`config.mk`:
```
export PLATFORM = sky130hd
export DESIGN_NAME = psu_queue
export DESIGN_NICKNAME = d
export VERILOG_FILES = /design/src/rtl/psu_queue.sv
export SDC_FILE = /design/constraint.sdc
export NUM_CORES = 1
export LEC_CHECK = 0
export BUFFER_PORTS_ARGS = -buffer_cell sky130_fd_sc_hd__buf_2
export CAP_MARGIN = 0
export CORE_MARGIN = 4
export CORE_UTILIZATION = 56
export CTS_CLUSTER_SIZE = 30
export DETAILED_ROUTE_END_ITERATION = 10
export PLACE_DENSITY = 0.78
export RECOVER_POWER = 25
export SLEW_MARGIN = 10
export SYNTH_ARGS = -nofsm -noshare
export SYNTH_HDL_FRONTEND = slang
export SYNTH_SLANG_ARGS = --single-unit
```
`constraint.sdc`:
```
create_clock -name clk_i -period 1.5 [get_ports clk_i]
set_input_delay 0 -clock clk_i [delete_from_list [all_inputs] [get_ports clk_i]]
set_output_delay 0 -clock clk_i [all_outputs]
set_load 0.05 [all_outputs]
```
`src/rtl/psu_queue.sv`:
```
`default_nettype none

module psu_queue #(
  parameter int unsigned WIDTH = 16,
  parameter int unsigned DEPTH = 4
) (
  input  wire logic             clk_i,
  input  wire logic             rst_ni,
  input  wire logic             push_i,
  input  wire logic [WIDTH-1:0] push_data_i,
  output logic                  full_o,
  input  wire logic             pop_i,
  output logic      [WIDTH-1:0] head_o,
  output logic                  empty_o
);

  localparam int unsigned PW = (DEPTH > 1) ? $clog2(DEPTH) : 1;
  localparam int unsigned CW = $clog2(DEPTH + 1);

  logic [WIDTH-1:0] buf_q [DEPTH];
  logic [PW-1:0]    wr_ptr_q, wr_ptr_d;
  logic [PW-1:0]    rd_ptr_q, rd_ptr_d;
  logic [CW-1:0]    cnt_q, cnt_d;

  assign full_o  = (cnt_q == CW'(DEPTH));
  assign empty_o = (cnt_q == '0);
  assign head_o  = buf_q[rd_ptr_q];

  // Advance pointers with wrap at the queue depth
  always_comb begin
    wr_ptr_d = wr_ptr_q;
    rd_ptr_d = rd_ptr_q;
    cnt_d    = cnt_q;
    if (push_i) begin
      wr_ptr_d = (wr_ptr_q == PW'(DEPTH - 1)) ? '0 : wr_ptr_q + PW'(1);
    end
    if (pop_i) begin
      rd_ptr_d = (rd_ptr_q == PW'(DEPTH - 1)) ? '0 : rd_ptr_q + PW'(1);
    end
    if (push_i && !pop_i) begin
      cnt_d = cnt_q + CW'(1);
    end else if (pop_i && !push_i) begin
      cnt_d = cnt_q - CW'(1);
    end
  end

  always_ff @(posedge clk_i or negedge rst_ni) begin
    if (!rst_ni) begin
      wr_ptr_q <= '0;
      rd_ptr_q <= '0;
      cnt_q    <= '0;
    end else begin
      wr_ptr_q <= wr_ptr_d;
      rd_ptr_q <= rd_ptr_d;
      cnt_q    <= cnt_d;
    end
  end

  // Store the pushed request
  always_ff @(posedge clk_i) begin
    if (push_i) begin
      buf_q[wr_ptr_q] <= push_data_i;
    end
  end

endmodule

`default_nettype wire

```
==> summary.txt <==
fmax -> 623 MHz
distinct cell type count after synthesis -> 19
Area growth syn-to-layout -> 29.8%
Post-Synth Adder-Cell Area -> 0.0344
Ys Warns -> 0
Power Density -> 2110 mW/mm^2
row count -> 25
cell leakage power -> 1.29 nW
clock-pin slew on the worst setup and hold paths -> 0.07 ns
Num CTS Buffers -> 9
Syn Nets -> 148
Post-Syn Area -> 0.00277 mm^2
DP Wirelength -> 2.82 mm
dpl ws -> 0.120 ns
first-pass GRT wire length -> 7.81 mm
final setup skew -> 0.00357 ns
antenna cell count -> 0
Initial Utilization -> 0.582
gp weighted congestion -> 0.645
Max Cap Viol -> 0
min cycle time layout -> 1.61 ns
largest net degree at the start of global routing -> 17
Highest Signal Layer -> met4
largest family of logic cells by synthesized area -> multiplexers
final hold vios -> 0
multiplexer share of the synthesized area -> 0.153
CP Capture Type -> output port
layout cell share with drive strength beyond 1 -> 0.349
Post-CTS Setup Bufs -> 0
post-synthesis sequential area ratio -> 0.758
drt wl/cell -> 17.5 um
antenna violations before repair -> 0
Detail Route Antenna Nets -> 0
setup ws final -> -0.106 ns
Synth Area in Compound Gates -> 0.00362
worst-skew pair later-pin latency -> 0.33 ns
FF-to-FF setup slack -> 0.10 ns
die area -> 0.00613 mm^2
origin of the critical flop-to-flop path -> cnt_q[0]
Synth Instances -> 121
worst path required time -> 1.50 ns
Post-Synth Simple-Gate Area -> 0.0204
crit-path max FO -> 10
worst slew pin tran -> 0.399 ns
maximum VDD drop -> 1120 uV
clk sink count -> 71
critical path class -> register to output port
fill count -> 282
DR vias/cell -> 5.12
die height -> 78.3 um
Max-Slew Margin vs Limit -> 0.734
Tcrit/Tclk final -> 1.07
met1 wire length -> 1.94 mm
router iterations before antenna repair -> 5
H-tree depth -> 3
Max Slew Vio Count -> 0
Initial DRC Count -> 88
outcome -> finished, violations left
WL final -> 4.59 mm
drc violations -> 0
area of the multi-input gates -> 594 um^2
Reg area -> 0.00210 mm^2
startpoint types -> register
violated checks -> setup timing
Port Buf Inserts -> 37
DR WL met3 -> 185 um
met2 WL post-DR -> 2.38 mm
post-synthesis register bit count -> 71
Die X -> 78.3 um
GRT overflow -> 0
worst r2r path cells -> 4
Post-layout nets -> 217
Worst Hold Class -> input port to async pin
I/O Pins -> 38
Worst EP arrival -> 1.61 ns
reg-to-reg endpoint -> cnt_q[2]
GRT Util Overall -> 0.174
buffer type at the clock tree root -> clkbuf_8
core area -> 0.00475 mm^2
post-route setup TNS -> -1.29 ns
Syn Area/Cell -> 22.9 um^2
CTS tree -> done
routed vias -> 1,341
XOR/XNOR share of the synthesized area -> 0.00950
number of global-route vias before repair -> 1,544
count of final setup violators -> 16
unrepaired setup endpoints after global routing -> yes
clock buffer depth -> 2
layout make-up:
class / count / area share
well taps: 67 / 0.0234
flip-flops and latches: 71 / 0.585
repair buffers: 62 / 0.166
clock inverters: 5 / 0.0202
inverters: 4 / 0.00418
multi-input cells: 42 / 0.166
clock buffers: 11 / 0.0366
power by group:
group | internal, W | switching, W | total, W
combinational | 0.00139 | 0.00188 | 0.00326
sequential | 0.00257 | 0.000180 | 0.00275
clock | 0.000923 | 0.000627 | 0.00155
total | 0.00488 | 0.00268 | 0.00756
critical path: stages, from the launching register on:
cell and delay (ns):
dfrtp_2 0.41, buf_12 0.16, mux4_2 0.53, buf_6 0.17
sequential cells by signal, indices dropped and copies added (netlist names):
signal / flops
wr_ptr_q: 2
buf_q: 64
rd_ptr_q: 2
cnt_q: 3
metal layers:
| layer | vias up | GRT usage |
|---|---|---|
| met5 | - | 0 |
| met4 | 0 | 0.0892 |
| met3 | 12 | 0.0356 |
| met2 | 38 | 0.289 |
| met1 | 669 | 0.220 |
| li1 | 622 | - |
worst max-delay path by stage:
stage                 from     endpoint  slack, ns  depth (start not counted)
2_1_floorplan  wr_ptr_q[0]  buf_q[2][0]       0.08                          3
3_3_place_gp   rd_ptr_q[0]    head_o[9]       0.15                          3
3_5_place_dp      cnt_q[0]     cnt_q[2]       0.12                          4
4_1_cts        rd_ptr_q[0]    head_o[4]      -0.13                          3
5_1_grt        rd_ptr_q[0]    head_o[4]      -0.16                          3
6_report       rd_ptr_q[0]    head_o[4]      -0.11                          3
synthesized netlist by cell type:
| library cell | number | area, um^2 |
|---|---|---|
| buf_6 | 1 | 11.3 |
| nor3b_1 | 1 | 7.51 |
| nor2_1 | 3 | 11.3 |
| mux4_1 | 8 | 210 |
| mux2_2 | 3 | 33.8 |
| xnor2_1 | 1 | 8.76 |
| nand2_1 | 2 | 7.51 |
| and2_1 | 4 | 25.0 |
| buf_2 | 2 | 10.0 |
| ha_1 | 6 | 75.1 |
| buf_12 | 1 | 20.0 |
| xor2_1 | 2 | 17.5 |
| fa_1 | 1 | 20.0 |
| edfxtp_1 | 64 | 1920 |
| nor3_1 | 1 | 5.00 |
| dfrtp_1 | 7 | 175 |
| inv_1 | 4 | 15.0 |
| o21ai_0 | 2 | 10.0 |
| mux4_2 | 8 | 180 |
per-stage QoR:
stage	hold WS, ns	std cells	cell area (um^2)	util	total power [W]
after floorplan	-0.296	121	2780	-	0.00489
after global routing	0.128	262	3590	0.755	0.00794
after detailed placement	-0.157	228	3130	0.658	0.00559
after CTS	0.0119	263	3600	0.756	0.00764
final	0.109	262	3590	0.755	0.00756
after global placement	-0.163	228	3130	0.658	0.00550
cell families (layout without fill, tap and decap cells):
kind of cell	after synthesis	after routing
fa+ha+maj	7	7
buf+inv	8	82
simple gates	11	11
xor+xnor	3	3
mux	19	19
compound gates	2	2
flops	71	71
cell usage in the layout (no fill, tap or decap), types with 2 or more instances in the layout:
cell	n
and2_1	4
buf_12	6
buf_2	9
buf_6	17
bufinv_16	2
clkbuf_1	12
clkbuf_8	9
clkinv_1	2
dfrtp_1	6
dlygate4sd3_1	18
edfxtp_1	64
ha_1	5
inv_1	4
mux2_2	3
mux4_2	16
nand2_1	2
nor2_1	3
o21ai_0	2
xor2_1	2
timing repair:
action | in CTS | in global routing
pin swaps | 0 | 1
endpoints found under the hold margin | 75 | 0
hold buffers | 19 | 0
gates resized for setup | 41 | 5
setup endpoints to repair | 16 | 18
Note: power is estimated with default switching activity, not from simulation.
