===== src/rtl/psu_pkg.sv =====
`default_nettype none

package psu_pkg;

  // Field widths fixed by the stream format
  localparam int unsigned BYTE_W     = 8;
  localparam int unsigned BPP_W      = 3;
  localparam int unsigned ROW_BYTES_W = 14;
  localparam int unsigned CFG_DATA_W = ROW_BYTES_W;
  localparam int unsigned CFG_IDX_W  = 1;

  // Depth of the request queue between front and back
  localparam int unsigned QUEUE_DEPTH = 4;

  // Configuration register indexes
  typedef enum logic [CFG_IDX_W-1:0] {
    REG_BYTES_PER_PIXEL = 1'b0,
    REG_ROW_BYTES       = 1'b1
  } psu_reg_e;

  // Scanline filter types
  typedef enum logic [2:0] {
    FILT_NONE  = 3'd0,
    FILT_SUB   = 3'd1,
    FILT_UP    = 3'd2,
    FILT_AVG   = 3'd3,
    FILT_PAETH = 3'd4
  } psu_filt_e;

  localparam logic [BYTE_W-1:0] FILT_MAX   = 8'd4;
  localparam logic [BYTE_W-1:0] BYTE_MASK  = 8'hFF;

  // Classified request handed from front to back (column travels beside it)
  typedef struct packed {
    logic [BYTE_W-1:0] raw;
    psu_filt_e         filt;
    logic              first_row;
    logic              row_end;
    logic              bad;
  } psu_item_t;

endpackage

`default_nettype wire


===== src/rtl/psu_front.sv =====
`default_nettype none

module psu_front
  import psu_pkg::*;
#(
  parameter int unsigned AW = 13
) (
  input  wire logic              clk_i,
  input  wire logic              rst_ni,
  input  wire logic              in_valid_i,
  output logic                   in_stall_o,
  input  wire logic [BYTE_W-1:0] raw_byte_i,
  input  wire logic              start_of_image_i,
  input  wire logic [AW:0]       row_bytes_i,
  output logic                   push_o,
  output psu_item_t              push_item_o,
  output logic      [AW-1:0]     push_col_o,
  input  wire logic              full_i
);

  logic          accept;
  logic [AW-1:0] col_q, col_d, col_e;
  psu_filt_e     filt_q, filt_d;
  logic          await_q, await_d, await_e;
  logic          first_q, first_d, first_e;
  logic          err_q, err_d, err_e;
  logic [AW:0]   col_inc;

  assign in_stall_o = full_i;
  assign accept     = in_valid_i && !full_i;

  // Start of image clears the row and error state before the byte is classified
  always_comb begin
    col_e   = start_of_image_i ? '0   : col_q;
    await_e = start_of_image_i ? 1'b1 : await_q;
    first_e = start_of_image_i ? 1'b1 : first_q;
    err_e   = start_of_image_i ? 1'b0 : err_q;
  end

  assign col_inc = {1'b0, col_e} + (AW + 1)'(1);

  // Classify the byte: filter type, bad filter, or data for the back end
  always_comb begin
    col_d       = col_q;
    filt_d      = filt_q;
    await_d     = await_q;
    first_d     = first_q;
    err_d       = err_q;
    push_o      = 1'b0;
    push_col_o  = col_e;
    push_item_o = '{raw: raw_byte_i, filt: filt_q, first_row: first_e,
                    row_end: 1'b0, bad: 1'b0};
    if (accept) begin
      col_d   = col_e;
      await_d = await_e;
      first_d = first_e;
      err_d   = err_e;
      if (!err_e) begin
        if (await_e) begin
          if (raw_byte_i > FILT_MAX) begin
            err_d           = 1'b1;
            push_o          = 1'b1;
            push_item_o.bad = 1'b1;
          end else begin
            filt_d  = psu_filt_e'(raw_byte_i[2:0]);
            await_d = 1'b0;
            col_d   = '0;
          end
        end else begin
          push_o = 1'b1;
          if (col_inc >= row_bytes_i) begin
            push_item_o.row_end = 1'b1;
            col_d   = '0;
            await_d = 1'b1;
            first_d = 1'b0;
          end else begin
            col_d = col_inc[AW-1:0];
          end
        end
      end
    end
  end

  always_ff @(posedge clk_i or negedge rst_ni) begin
    if (!rst_ni) begin
      col_q   <= '0;
      filt_q  <= FILT_NONE;
      await_q <= 1'b1;
      first_q <= 1'b1;
      err_q   <= 1'b0;
    end else begin
      col_q   <= col_d;
      filt_q  <= filt_d;
      await_q <= await_d;
      first_q <= first_d;
      err_q   <= err_d;
    end
  end

endmodule

`default_nettype wire


===== config.mk =====
export PLATFORM = sky130hd
export DESIGN_NAME = psu_front
export DESIGN_NICKNAME = d
export VERILOG_FILES = /design/src/rtl/psu_pkg.sv /design/src/rtl/psu_front.sv
export SDC_FILE = /design/constraint.sdc
export NUM_CORES = 1
export LEC_CHECK = 0
export ABC_AREA = 1
export BUFFER_PORTS_ARGS = -buffer_cell sky130_fd_sc_hd__buf_2
export CAP_MARGIN = 40
export CORE_UTILIZATION = 35
export DETAILED_ROUTE_END_ITERATION = 12
export PLACE_DENSITY = 0.6
export SYNTH_ARGS = -nofsm -noshare
export SYNTH_HDL_FRONTEND = slang
export SYNTH_SLANG_ARGS = --single-unit

===== constraint.sdc =====
create_clock -name clk_i -period 4.85 [get_ports clk_i]
set_input_delay 0.97 -clock clk_i [delete_from_list [all_inputs] [get_ports clk_i]]
set_output_delay 0.97 -clock clk_i [all_outputs]
set_load 0.005 [all_outputs]

==> parameters.txt <==
Parameter                              Value

Worst setup path
  Arrival time of data at the critical path endpoint    3.36 ns
  Reg2reg end    col_q[7]
  Required time of the critical path    3.88 ns
  Worst Setup EP    push_item_o[1]
  Startpoint of the worst-slack reg-to-reg timing path    col_q[4]
  Capturing element type of the critical path    output port
  Startpoint Class    input pin
  Class of the most critical setup path    input pin to output port
  R2r worst-path depth    15
  Top fanout value on the critical path    16
  Setup slack, reg-to-reg    roughly 2.2 ns
  Launching instance or port of the critical path    start_of_image_i

Finish
  Post-layout net count    ~340
  Number of antenna diodes    0
  Fraction of layout cells with a size suffix above 1    approximately 29%
  Layout fillers    ~540
  Area delta synth->final    17.1%

Route
  Drt drc    0
  First-pass iteration count of the detailed router    4
  Routed length per placed instance    ~12 um
  First DRT Iteration DRCs    just over 70
  Remaining antenna violation count after routing    0
  Count of vias placed by the detailed router    between 1500 and 2000
  Vias/cell    ~4.6
  Total Routed Length    approximately 4.5 mm

Logic synthesis
  Synth area leader    dfrtp_1
  Most instantiated library cell after synthesis    inv_1
  Total standard cell area after synthesis    1800 um^2
  List of most frequent post-synthesis cells    inv_1, nand2_1, nor2_1, dfrtp_1, nand3_1
  Post-synth cell types    32
  Leading cell types by total area after synthesis    dfrtp_1, inv_1, ha_1
  Area share of the leading cell type in the synthesized netlist    23.6%
  Synthesis Warnings    0
  Post-Syn Nets    295
  Synth Instances    approximately 260
  Top flip-flop cell by instance count after synthesis    dfrtp_1
  Number of enable-type register cells in the synthesized netlist    0
  Register area share after synthesis    between 20% and 30%
  Average cell area after synthesis    roughly 7 um^2
  Share of flip-flops with an asynchronous set or reset after synthesis    100%
  Number of flip-flops and latches in the synthesized netlist    19

Power and ir drop
  Reported leakage power    approximately 1.2 nW
  Power Dens Cells    between 150 and 200 nW/um^2
  Worst supply voltage drop on vdd    around 0.14 mV

Clock network
  Clk buf depth    2
  CTS H-tree lvls    1
  Post-CTS Hold Fix Bufs    0
  Root Driver    clkbuf_8
  Later-pin clock latency in the skew report    0.26 ns
  Buffers inserted during post-CTS setup optimization    0
  Number of buffers created by CTS    3
  TritonCTS clock tree    yes
  Number of sinks driven by the clock tree    19
  Post-cts repair resize count    0
  CTS clk-pin slew, worst paths    about 0.070 ns

Timing
  Number of hold violations in the final report    0
  Final setup violating endpoints    0
  Tcrit/Tclk final    89.4%
  Setup repair after global routing missed its margin    no
  Final max-slew violation count    0
  Maximum achievable frequency    231 MHz
  Worst hold slack across all endpoints    between 0.5 and 0.6 ns
  Worst Skew    0.00859 ns
  Total Negative Setup Slacks    0 ns
  Worst slew margin    between 60% and 70%
  Transition time at the pin with the least slew margin    slightly below 0.5 ns
  Minimum period implied by the final worst setup slack    4.33 ns

Global route
  Initial antenna violation count    0
  Vias in the first global route    1499
  Total gr overflow    0
  First-pass GRT wire length    7.10 mm
  Maximum number of pins on one net before global-route repair    20
  All-layer global routing usage    between 15 and 20%

Floorplan
  Initial core utilization    37.2%
  Num ports    56
  Vert. Die Dim    ~74 um
  Floorplan Core Area    4850 um^2
  Floorplan die area    ~5400 um^2
  Die X-Extent    73.8 um
  Number of rows created at floorplan    25

Status
  Outcome    completed

Place
  Routability congestion estimate from global placement    between 0.9 and 1
  Number of buffers added on ports    55
  Placed wire-length estimate    roughly 3.6 mm

Worst hold path
  Hold WC Path Type    flip-flop to flip-flop
  Hold Path Cell Cnt    2

Run
  Max-capacitance violation count    0
[placed cells by master, fill, tap and decap left out, types with 3 or more instances in the layout]
cell type  synthesis  layout
buf_2              0      55
inv_1             47      47
nand2_1           41      41
nor2_1            36      36
nand3_1           17      17
dfrtp_1           17      17
o21ai_0           15      15
a21oi_1           13      13
ha_1              13      13
nand4_1            6       6
nor2_2             5       5
nor2_4             4       4
inv_2              3       3
mux2_2             3       3
clkbuf_8           0       3
[cell type report]
| type | count | area (um^2) | share of cell area (%) |
|---|---|---|---|
| sequential | 19 | 478 | 22.6 |
| clock buffer | 3 | 41.3 | 1.95 |
| timing repair buffer | 55 | 275 | 13.0 |
| inverter | 51 | 199 | 9.42 |
| tap | 67 | 83.8 | 3.97 |
| multi-input combinational | 173 | 1030 | 48.8 |
| clock inverter | 1 | 5.00 | 0.237 |
[per-layer routing]
layer	routed length [um]	part of all wire, %	GRT usage, %	vias up
met5	0	0	0	-
met4	16	0.36	5.56	0
met3	162	3.6	1.92	2
met2	2120	47	27.7	40
met1	2180	49	24.4	761
li1	-	-	-	893
[per-stage QoR]
stage          std cells  instance area, um^2  worst slack (ns)  utilization [%]  power (mW)
2_1_floorplan        255                 1800              1.11                -       0.252
3_3_place_gp         365                 2070             0.563             42.6       0.287
3_5_place_dp         365                 2070             0.534             42.6       0.288
4_1_cts              369                 2110             0.542             43.6       0.404
5_1_grt              369                 2110             0.313             43.6       0.429
6_report             369                 2110             0.515             43.6       0.401
[cell families (layout without fill, tap and decap cells)]
logic type	Yosys count	after routing	synth area share [%]
adder cells (fa/ha/maj)	13	13	9.02
buffers and inverters	63	110	16.4
flip-flops	19	19	26.5
AO/OA/AOI/OAI	35	35	10.3
multiplexers	3	3	1.87
AND/OR/NAND/NOR	120	120	34.1
XOR/XNOR	2	2	1.80
[flip-flops by register name, summed over array words and instances (netlist names)]
name	cells
err_q	1
await_q	1
col_q	13
first_q	1
filt_q	3
[report_power, final]
group          total, mW  switching (mW)  internal (mW)  leakage [nW]
Sequential         0.183          0.0130          0.170         0.245
Combinational      0.101          0.0609         0.0399         0.924
Clock              0.117          0.0600         0.0573        0.0255
[critical path: stages]
cell	delay, ns
buf_2	0.25
inv_8	0.16
nand2_1	0.07
inv_1	0.12
nand2_1	0.10
nor2_1	0.14
nand4_1	0.11
nand2_1	0.12
inv_1	0.05
ha_1	0.28
a21oi_1	0.15
o21ai_0	0.11
nor2_1	0.30
nand2_1	0.16
nand2_1	0.10
inv_1	0.05
buf_2	0.12
[worst min path at each step]
stage                          from  slack [ns]         to
after global placement    filt_q[2]        0.48  filt_q[2]
after CTS                 filt_q[2]        0.50  filt_q[2]
after global routing      filt_q[2]        0.53  filt_q[2]
after detailed placement  filt_q[2]        0.49  filt_q[2]
after floorplan             first_q        0.45    first_q
final                       first_q        0.50    first_q
No activity file was read; power rests on OpenSTA's default activity.
