[src/rtl/psu_pkg.sv]
`default_nettype none

package psu_pkg;

  // Field widths fixed by the stream format
  localparam int unsigned BYTE_W     = 8;
  localparam int unsigned BPP_W      = 3;
  localparam int unsigned ROW_BYTES_W = 14;
  localparam int unsigned CFG_DATA_W = ROW_BYTES_W;
  localparam int unsigned CFG_IDX_W  = 1;

  // Depth of the request queue between front and back
  localparam int unsigned QUEUE_DEPTH = 4;

  // Configuration register indexes
  typedef enum logic [CFG_IDX_W-1:0] {
    REG_BYTES_PER_PIXEL = 1'b0,
    REG_ROW_BYTES       = 1'b1
  } psu_reg_e;

  // Scanline filter types
  typedef enum logic [2:0] {
    FILT_NONE  = 3'd0,
    FILT_SUB   = 3'd1,
    FILT_UP    = 3'd2,
    FILT_AVG   = 3'd3,
    FILT_PAETH = 3'd4
  } psu_filt_e;

  localparam logic [BYTE_W-1:0] FILT_MAX   = 8'd4;
  localparam logic [BYTE_W-1:0] BYTE_MASK  = 8'hFF;

  // Classified request handed from front to back (column travels beside it)
  typedef struct packed {
    logic [BYTE_W-1:0] raw;
    psu_filt_e         filt;
    logic              first_row;
    logic              row_end;
    logic              bad;
  } psu_item_t;

endpackage

`default_nettype wire

[src/rtl/psu_back.sv]
`default_nettype none

module psu_back
  import psu_pkg::*;
#(
  parameter int unsigned AW = 13,
  parameter int unsigned HW = 2
) (
  input  wire logic              clk_i,
  input  wire logic              rst_ni,
  input  wire logic              empty_i,
  input  wire psu_item_t         head_item_i,
  input  wire logic [AW-1:0]     head_col_i,
  output logic                   pop_o,
  input  wire logic [HW:0]       bpp_i,
  output logic                   ram_we_o,
  output logic      [AW-1:0]     ram_waddr_o,
  output logic      [BYTE_W-1:0] ram_wdata_o,
  output logic                   ram_re_o,
  output logic      [AW-1:0]     ram_raddr_o,
  input  wire logic [BYTE_W-1:0] ram_rdata_i,
  output logic                   out_valid_o,
  input  wire logic              out_stall_i,
  output logic      [BYTE_W-1:0] pixel_byte_o,
  output logic                   row_end_o,
  output logic                   bad_filter_o
);

  localparam int unsigned NH = 2 ** HW;
  localparam int unsigned CW = AW + HW + 1;

  // Work stage
  logic              s1_v_q, s1_v_d;
  psu_item_t         s1_item_q;
  logic [AW-1:0]     s1_col_q;
  logic              byp_q, byp_d;
  logic [BYTE_W-1:0] byp_dat_q;

  // Output register
  logic              out_v_q, out_v_d;
  logic [BYTE_W-1:0] pix_q;
  logic              row_end_q, bad_q;

  // Neighbor histories, newest first
  logic [BYTE_W-1:0] lh_q [NH];
  logic [BYTE_W-1:0] ulh_q [NH];

  logic              out_free, s1_adv, s1_data;
  logic [HW-1:0]     hidx;
  logic              left_ok;
  logic [BYTE_W-1:0] a, b, c, v;
  logic [BYTE_W:0]   ab_sum;
  logic [BYTE_W+1:0] ab_w, cc_w, pa, pb, pc;
  logic [BYTE_W-1:0] pred;

  assign out_free = !out_v_q || !out_stall_i;
  assign s1_adv   = s1_v_q && out_free;
  assign s1_data  = !s1_item_q.bad;
  assign pop_o    = !empty_i && (!s1_v_q || s1_adv);

  // Issue the line buffer read as the request enters the work stage
  assign ram_re_o    = pop_o;
  assign ram_raddr_o = head_col_i;

  // Forward a byte written at the same edge the read was issued
  assign byp_d = s1_adv && s1_data && (s1_col_q == head_col_i);

  // Gather neighbors
  assign hidx    = HW'(bpp_i - (HW + 1)'(1));
  assign left_ok = CW'(s1_col_q) >= CW'(bpp_i);
  assign b = s1_item_q.first_row ? '0 : (byp_q ? byp_dat_q : ram_rdata_i);
  assign a = left_ok ? lh_q[hidx]  : '0;
  assign c = left_ok ? ulh_q[hidx] : '0;

  // Paeth distances
  assign ab_sum = {1'b0, a} + {1'b0, b};
  assign ab_w   = {1'b0, ab_sum};
  assign cc_w   = {1'b0, c, 1'b0};
  assign pa = (b >= c) ? (BYTE_W + 2)'(b - c) : (BYTE_W + 2)'(c - b);
  assign pb = (a >= c) ? (BYTE_W + 2)'(a - c) : (BYTE_W + 2)'(c - a);
  assign pc = (ab_w >= cc_w) ? (ab_w - cc_w) : (cc_w - ab_w);

  // Select predictor by filter type
  always_comb begin
    unique case (s1_item_q.filt)
      FILT_SUB:   pred = a;
      FILT_UP:    pred = b;
      FILT_AVG:   pred = ab_sum[BYTE_W:1];
      FILT_PAETH: begin
        if (pa <= pb && pa <= pc) begin
          pred = a;
        end else if (pb <= pc) begin
          pred = b;
        end else begin
          pred = c;
        end
      end
      default:    pred = '0;
    endcase
  end

  assign v = (s1_item_q.raw + pred) & BYTE_MASK;

  // Write back the rebuilt byte as it leaves the work stage
  assign ram_we_o    = s1_adv && s1_data;
  assign ram_waddr_o = s1_col_q;
  assign ram_wdata_o = v;

  always_comb begin
    s1_v_d = s1_v_q;
    if (pop_o) begin
      s1_v_d = 1'b1;
    end else if (s1_adv) begin
      s1_v_d = 1'b0;
    end
    out_v_d = out_v_q;
    if (s1_adv) begin
      out_v_d = 1'b1;
    end else if (!out_stall_i) begin
      out_v_d = 1'b0;
    end
  end

  always_ff @(posedge clk_i or negedge rst_ni) begin
    if (!rst_ni) begin
      s1_v_q  <= 1'b0;
      out_v_q <= 1'b0;
    end else begin
      s1_v_q  <= s1_v_d;
      out_v_q <= out_v_d;
    end
  end

  // Load the work stage
  always_ff @(posedge clk_i) begin
    if (pop_o) begin
      s1_item_q <= head_item_i;
      s1_col_q  <= head_col_i;
      byp_q     <= byp_d;
      byp_dat_q <= v;
    end
  end

  // Load the output register; the error result carries a zero byte
  always_ff @(posedge clk_i) begin
    if (s1_adv) begin
      pix_q     <= s1_data ? v : '0;
      row_end_q <= s1_data && s1_item_q.row_end;
      bad_q     <= s1_item_q.bad;
    end
  end

  // Shift histories on every rebuilt byte
  always_ff @(posedge clk_i) begin
    if (s1_adv && s1_data) begin
      lh_q[0]  <= v;
      ulh_q[0] <= b;
      for (int i = 1; i < NH; i++) begin
        lh_q[i]  <= lh_q[i-1];
        ulh_q[i] <= ulh_q[i-1];
      end
    end
  end

  assign out_valid_o  = out_v_q;
  assign pixel_byte_o = pix_q;
  assign row_end_o    = row_end_q;
  assign bad_filter_o = bad_q;

endmodule

`default_nettype wire

[config.mk]
export PLATFORM = sky130hd
export DESIGN_NAME = psu_back
export DESIGN_NICKNAME = d
export VERILOG_FILES = /design/src/rtl/psu_pkg.sv /design/src/rtl/psu_back.sv
export SDC_FILE = /design/constraint.sdc
export NUM_CORES = 1
export LEC_CHECK = 0
export BUFFER_PORTS_ARGS = -buffer_cell sky130_fd_sc_hd__buf_2
export CAP_MARGIN = 30
export CORE_AREA = 2 2 122 124
export DETAILED_ROUTE_END_ITERATION = 8
export DIE_AREA = 0 0 124 126
export GPL_TIMING_DRIVEN = 1
export HOLD_SLACK_MARGIN = 0.02
export PLACE_DENSITY = 0.8
export SYNTH_ARGS = -nofsm -noshare
export SYNTH_HDL_FRONTEND = slang
export SYNTH_SLANG_ARGS = --single-unit
[constraint.sdc]
create_clock -name clk_i -period 20.9 [get_ports clk_i]
set_clock_uncertainty 0.1 [all_clocks]
set_input_delay 2.09 -clock clk_i [delete_from_list [all_inputs] [get_ports clk_i]]
set_output_delay 2.09 -clock clk_i [all_outputs]
set_load 0.1 [all_outputs]
==> results list <==
- Cell count after synthesis: 800
- Of the available clock period, the critical path in the final layout requires about 70%.
- Cell repeated most along the worst path: sky130_fd_sc_hd__a21oi_1
* Nature of the critical path endpoint: output pin
- Dividing the detail-routed wire length by the instance count gives between 15 and 20 um.
- Number of pins with negative max-slew slack in the final report: 0
- Sequential cell area fraction in the yosys report: 39.98%
* Worst slew slack as a fraction of its limit: 45.89%
- Across all setup checks in the final design, the least slack found is slightly below 6000 ps.
- Post-synth top area cell: sky130_fd_sc_hd__edfxtp_1
- The worst setup path is of the in -> out kind.
- After clock tree synthesis, the clock-pin slew on the worst setup and hold paths is around 70 ps.
* Share of the synthesized area in the top cell type: about two fifths
* Largest net degree at the start of global routing: 67
* Iteration-0 DRC count of the detailed router: approximately 810
- Top achievable clock speed: 0.06682 GHz
* Post-synth top flop: sky130_fd_sc_hd__edfxtp_1
- Clock tree from TritonCTS: built
- Once the clock tree was built, the setup fixing pass inserted 0 buffers.
- First drt pass iteration count: 5
* P_leak: just under 4 nW
- GRT Overall Usage: a little over a quarter
- The number of placed instances, taps included, is approximately 1000.
* Largest fanout on the critical path: 19
* Routability Congestion: around 0.97
* Final instance count without filler cells: between 1000 and 1500
- Share of layout cells above drive strength 1: roughly 16%
* Post-detailed-route DRC marker count: 0
- Port buffering added 89 buffers.
* Final sum of negative setup slack: 0 ps
- Ratio of routed vias to standard cells: slightly above 6
- The largest single stage delay on the critical path is ~670 ps.
- The detailed router placed 6523 vias in this run.
- Number of max-cap violations: 0
- The floorplan step defined a die boundary enclosing around 16000 um2.
- Pre-CTS WS: 6148 ps
* Post-CTS resize count: 0
- Power density of the placed cells: 132.5 nW/um2
- Buffers inserted to repair hold after CTS numbered 0.
- Category of the worst setup path launch point: primary input
- Final-layout fill cell count: 1112
- Register bit total from synthesis: approximately 110
* Final design utilization: 64.19%
- CTS saw roughly 110 sinks.
- Overall routed net length: around 21 mm
* Die Width: roughly 120 um
* Synthesis warning total: 0
* Number of buffers created by CTS: 9
- Global-route wire length before repair: ~33 mm
* Number of standard-cell rows in the floorplan: 44
- At the end of the flow, the number of nets in the layout was about 1000.
* Height of the die: between 100 and 150 um
- IR analysis of the VDD net gives a maximum drop of ~0.27 mV.
- Ranked by instance count, the synthesized netlist is headed by sky130_fd_sc_hd__edfxtp_1, sky130_fd_sc_hd__ha_1, sky130_fd_sc_hd__inv_1, sky130_fd_sc_hd__a21oi_1, sky130_fd_sc_hd__nor2_1.
- Cell chosen for the clock root: sky130_fd_sc_hd__clkbuf_16
- The clock tree synthesis step divided the H-tree into 3 levels.
- Syn nets: around 940
- After synthesis the cells add up to 8388 um2.
- The slowest stage of the critical path is the sky130_fd_sc_hd__a311oi_4 cell.
* Number of antenna violations at the first check in global routing: 0
* Number of global-route vias before repair: ~6100
* Leading cell types by total area after synthesis: sky130_fd_sc_hd__edfxtp_1, sky130_fd_sc_hd__ha_1, sky130_fd_sc_hd__mux4_2
- Data on the critical path arrives at its endpoint at approximately 13000 ps.
* Latest clock arrival within the worst-skew pair: 350 ps
- Setup violations remaining at the end of the flow were counted as 0.
* Most used standard cell by instance count after synthesis: sky130_fd_sc_hd__edfxtp_1
- Fraction of synthesis flops using an asynchronous set or reset pin: roughly 1.8%
- STA puts the critical path data required time at 18710 ps.
* Hold crit path type: reg -> reg
- I/O pin count: 90
- In this run, synthesis inferred between 100 and 150 flip-flops with an integrated enable.
- The area growth from synthesis to layout is 9.532%.
- Total gr overflow: 0
* Final Hold Fails: 0
- For this configuration, the core starts out at a cell density of approximately 59%.
- No sink is reached through more buffers than the 2 on the longest clock path.
- The detail route stage leaves a number of antenna-violating nets equal to 0.
- HPWL reported at the end of detailed placement: ~16 mm
- Status: completed
* Clock period minus final worst setup slack: approximately 15000 ps
- In this run, distinct cell masters in the synthesized netlist total 62.
- The floorplan step defined a core boundary enclosing about 14000 um2.
- Setup repair after global routing left no endpoint under its margin.
* Worst Tran Pin Value: around 810 ps
* Mean cell area of the mapped netlist: 10.49 um2
[per-layer routing]
layer  routed length [um]  global-route usage [%]  vias to the layer above
met5                    0                       0                        -
met4                  487                   7.138                        0
met3                 1656                   4.484                       40
met2                 9663                   42.66                      319
met1                 8885                   40.31                     3109
li1                     -                       -                     3055
[flip-flops by register name, indices dropped and copies added (netlist names)]
name	flops
ulh_q	32
byp_q	1
lh_q	32
s1_v_q	1
out_valid_o	1
ram_waddr_o	13
s1_item_q	14
byp_dat_q	8
bad_filter_o	1
row_end_o	1
pixel_byte_o	8
[kinds of logic (layout without fill, tap and decap cells)]
logic type / Yosys count / after routing / synth area share, %
DFF: 112 / 112 / 39.98
muxes: 49 / 49 / 8.055
AOI/OAI and AO/OA: 192 / 192 / 14.98
buffers and inverters: 103 / 176 / 5.430
xor gates and xnor gates: 44 / 44 / 4.684
adders and majority gates: 94 / 94 / 14.47
and+or+nand+nor: 206 / 206 / 12.41
other: 0 / 1 / 0
[layout make-up]
| cell class | instances | area [um2] | share of cell area (%) |
|---|---|---|---|
| well taps | 184 | 230.2 | 2.506 |
| diodes | 1 | 2.502 | 0.02724 |
| flip-flops and latches | 112 | 3353 | 36.50 |
| clock inverters | 5 | 40.04 | 0.4358 |
| repair buffers | 93 | 475.5 | 5.175 |
| clock buffers | 11 | 232.7 | 2.533 |
| inverters | 67 | 251.5 | 2.737 |
| multi-input cells | 585 | 4602 | 50.09 |
[where the power goes]
part	switching (mW)	internal (mW)
Sequential	0.0120	0.280
Combinational	0.506	0.261
Clock	0.0765	0.0820
[path summary, 6_finish.rpt]
check	from	endpoint	slack, ps	depth (start not counted)
setup / recovery	bpp_i[1]	ram_wdata_o[7]	5930	48
hold / removal	lh_q[2][7]$_DFFE_PP_	lh_q[3][7]$_DFFE_PP_	350	0
setup reg to reg	ram_waddr_o[2]$_DFFE_PP_	byp_dat_q[7]$_DFFE_PP_	10150	46
hold reg to reg	lh_q[2][7]$_DFFE_PP_	lh_q[3][7]$_DFFE_PP_	350	0
max in group asynchronous	rst_ni	out_valid_o$_DFFE_PN0P_	19190	1
min in group asynchronous	rst_ni	s1_v_q$_DFFE_PN0P_	1410	1
[worst max-delay path: cells and delay by family]
kind	cells	cell delay (ps)
xor+xnor	3	520
fa+ha+maj	5	1520
buf+inv	5	1060
compound gates	25	4980
simple gates	9	2420
mux	1	150
[cells in the final DEF, fill, tap and decap left out, drive strengths merged, types with 7 or more instances in the layout]
master / count
a31oi: 7
nor2: 49
mux2: 8
a21oi: 57
buf: 93
xnor2: 28
mux4: 14
inv: 69
and2: 12
nor2b: 20
nand3: 15
o21ai: 42
clkbuf: 11
nand2: 48
o21bai: 10
mux2i: 27
edfxtp: 110
xor2: 16
a21o: 27
or2: 7
nand4: 8
nand2b: 16
ha: 89
[stage by stage]
stage	cell area [um2]	hold slack, ps	total power [mW]
2_1_floorplan	8388	320.4	0.8902
3_3_place_gp	8912	322.0	1.038
3_5_place_dp	8912	332.2	1.050
4_1_cts	9185	348.1	1.212
5_1_grt	9185	361.2	1.298
6_report	9188	348.1	1.218
Note: power is estimated with default switching activity, not from simulation.
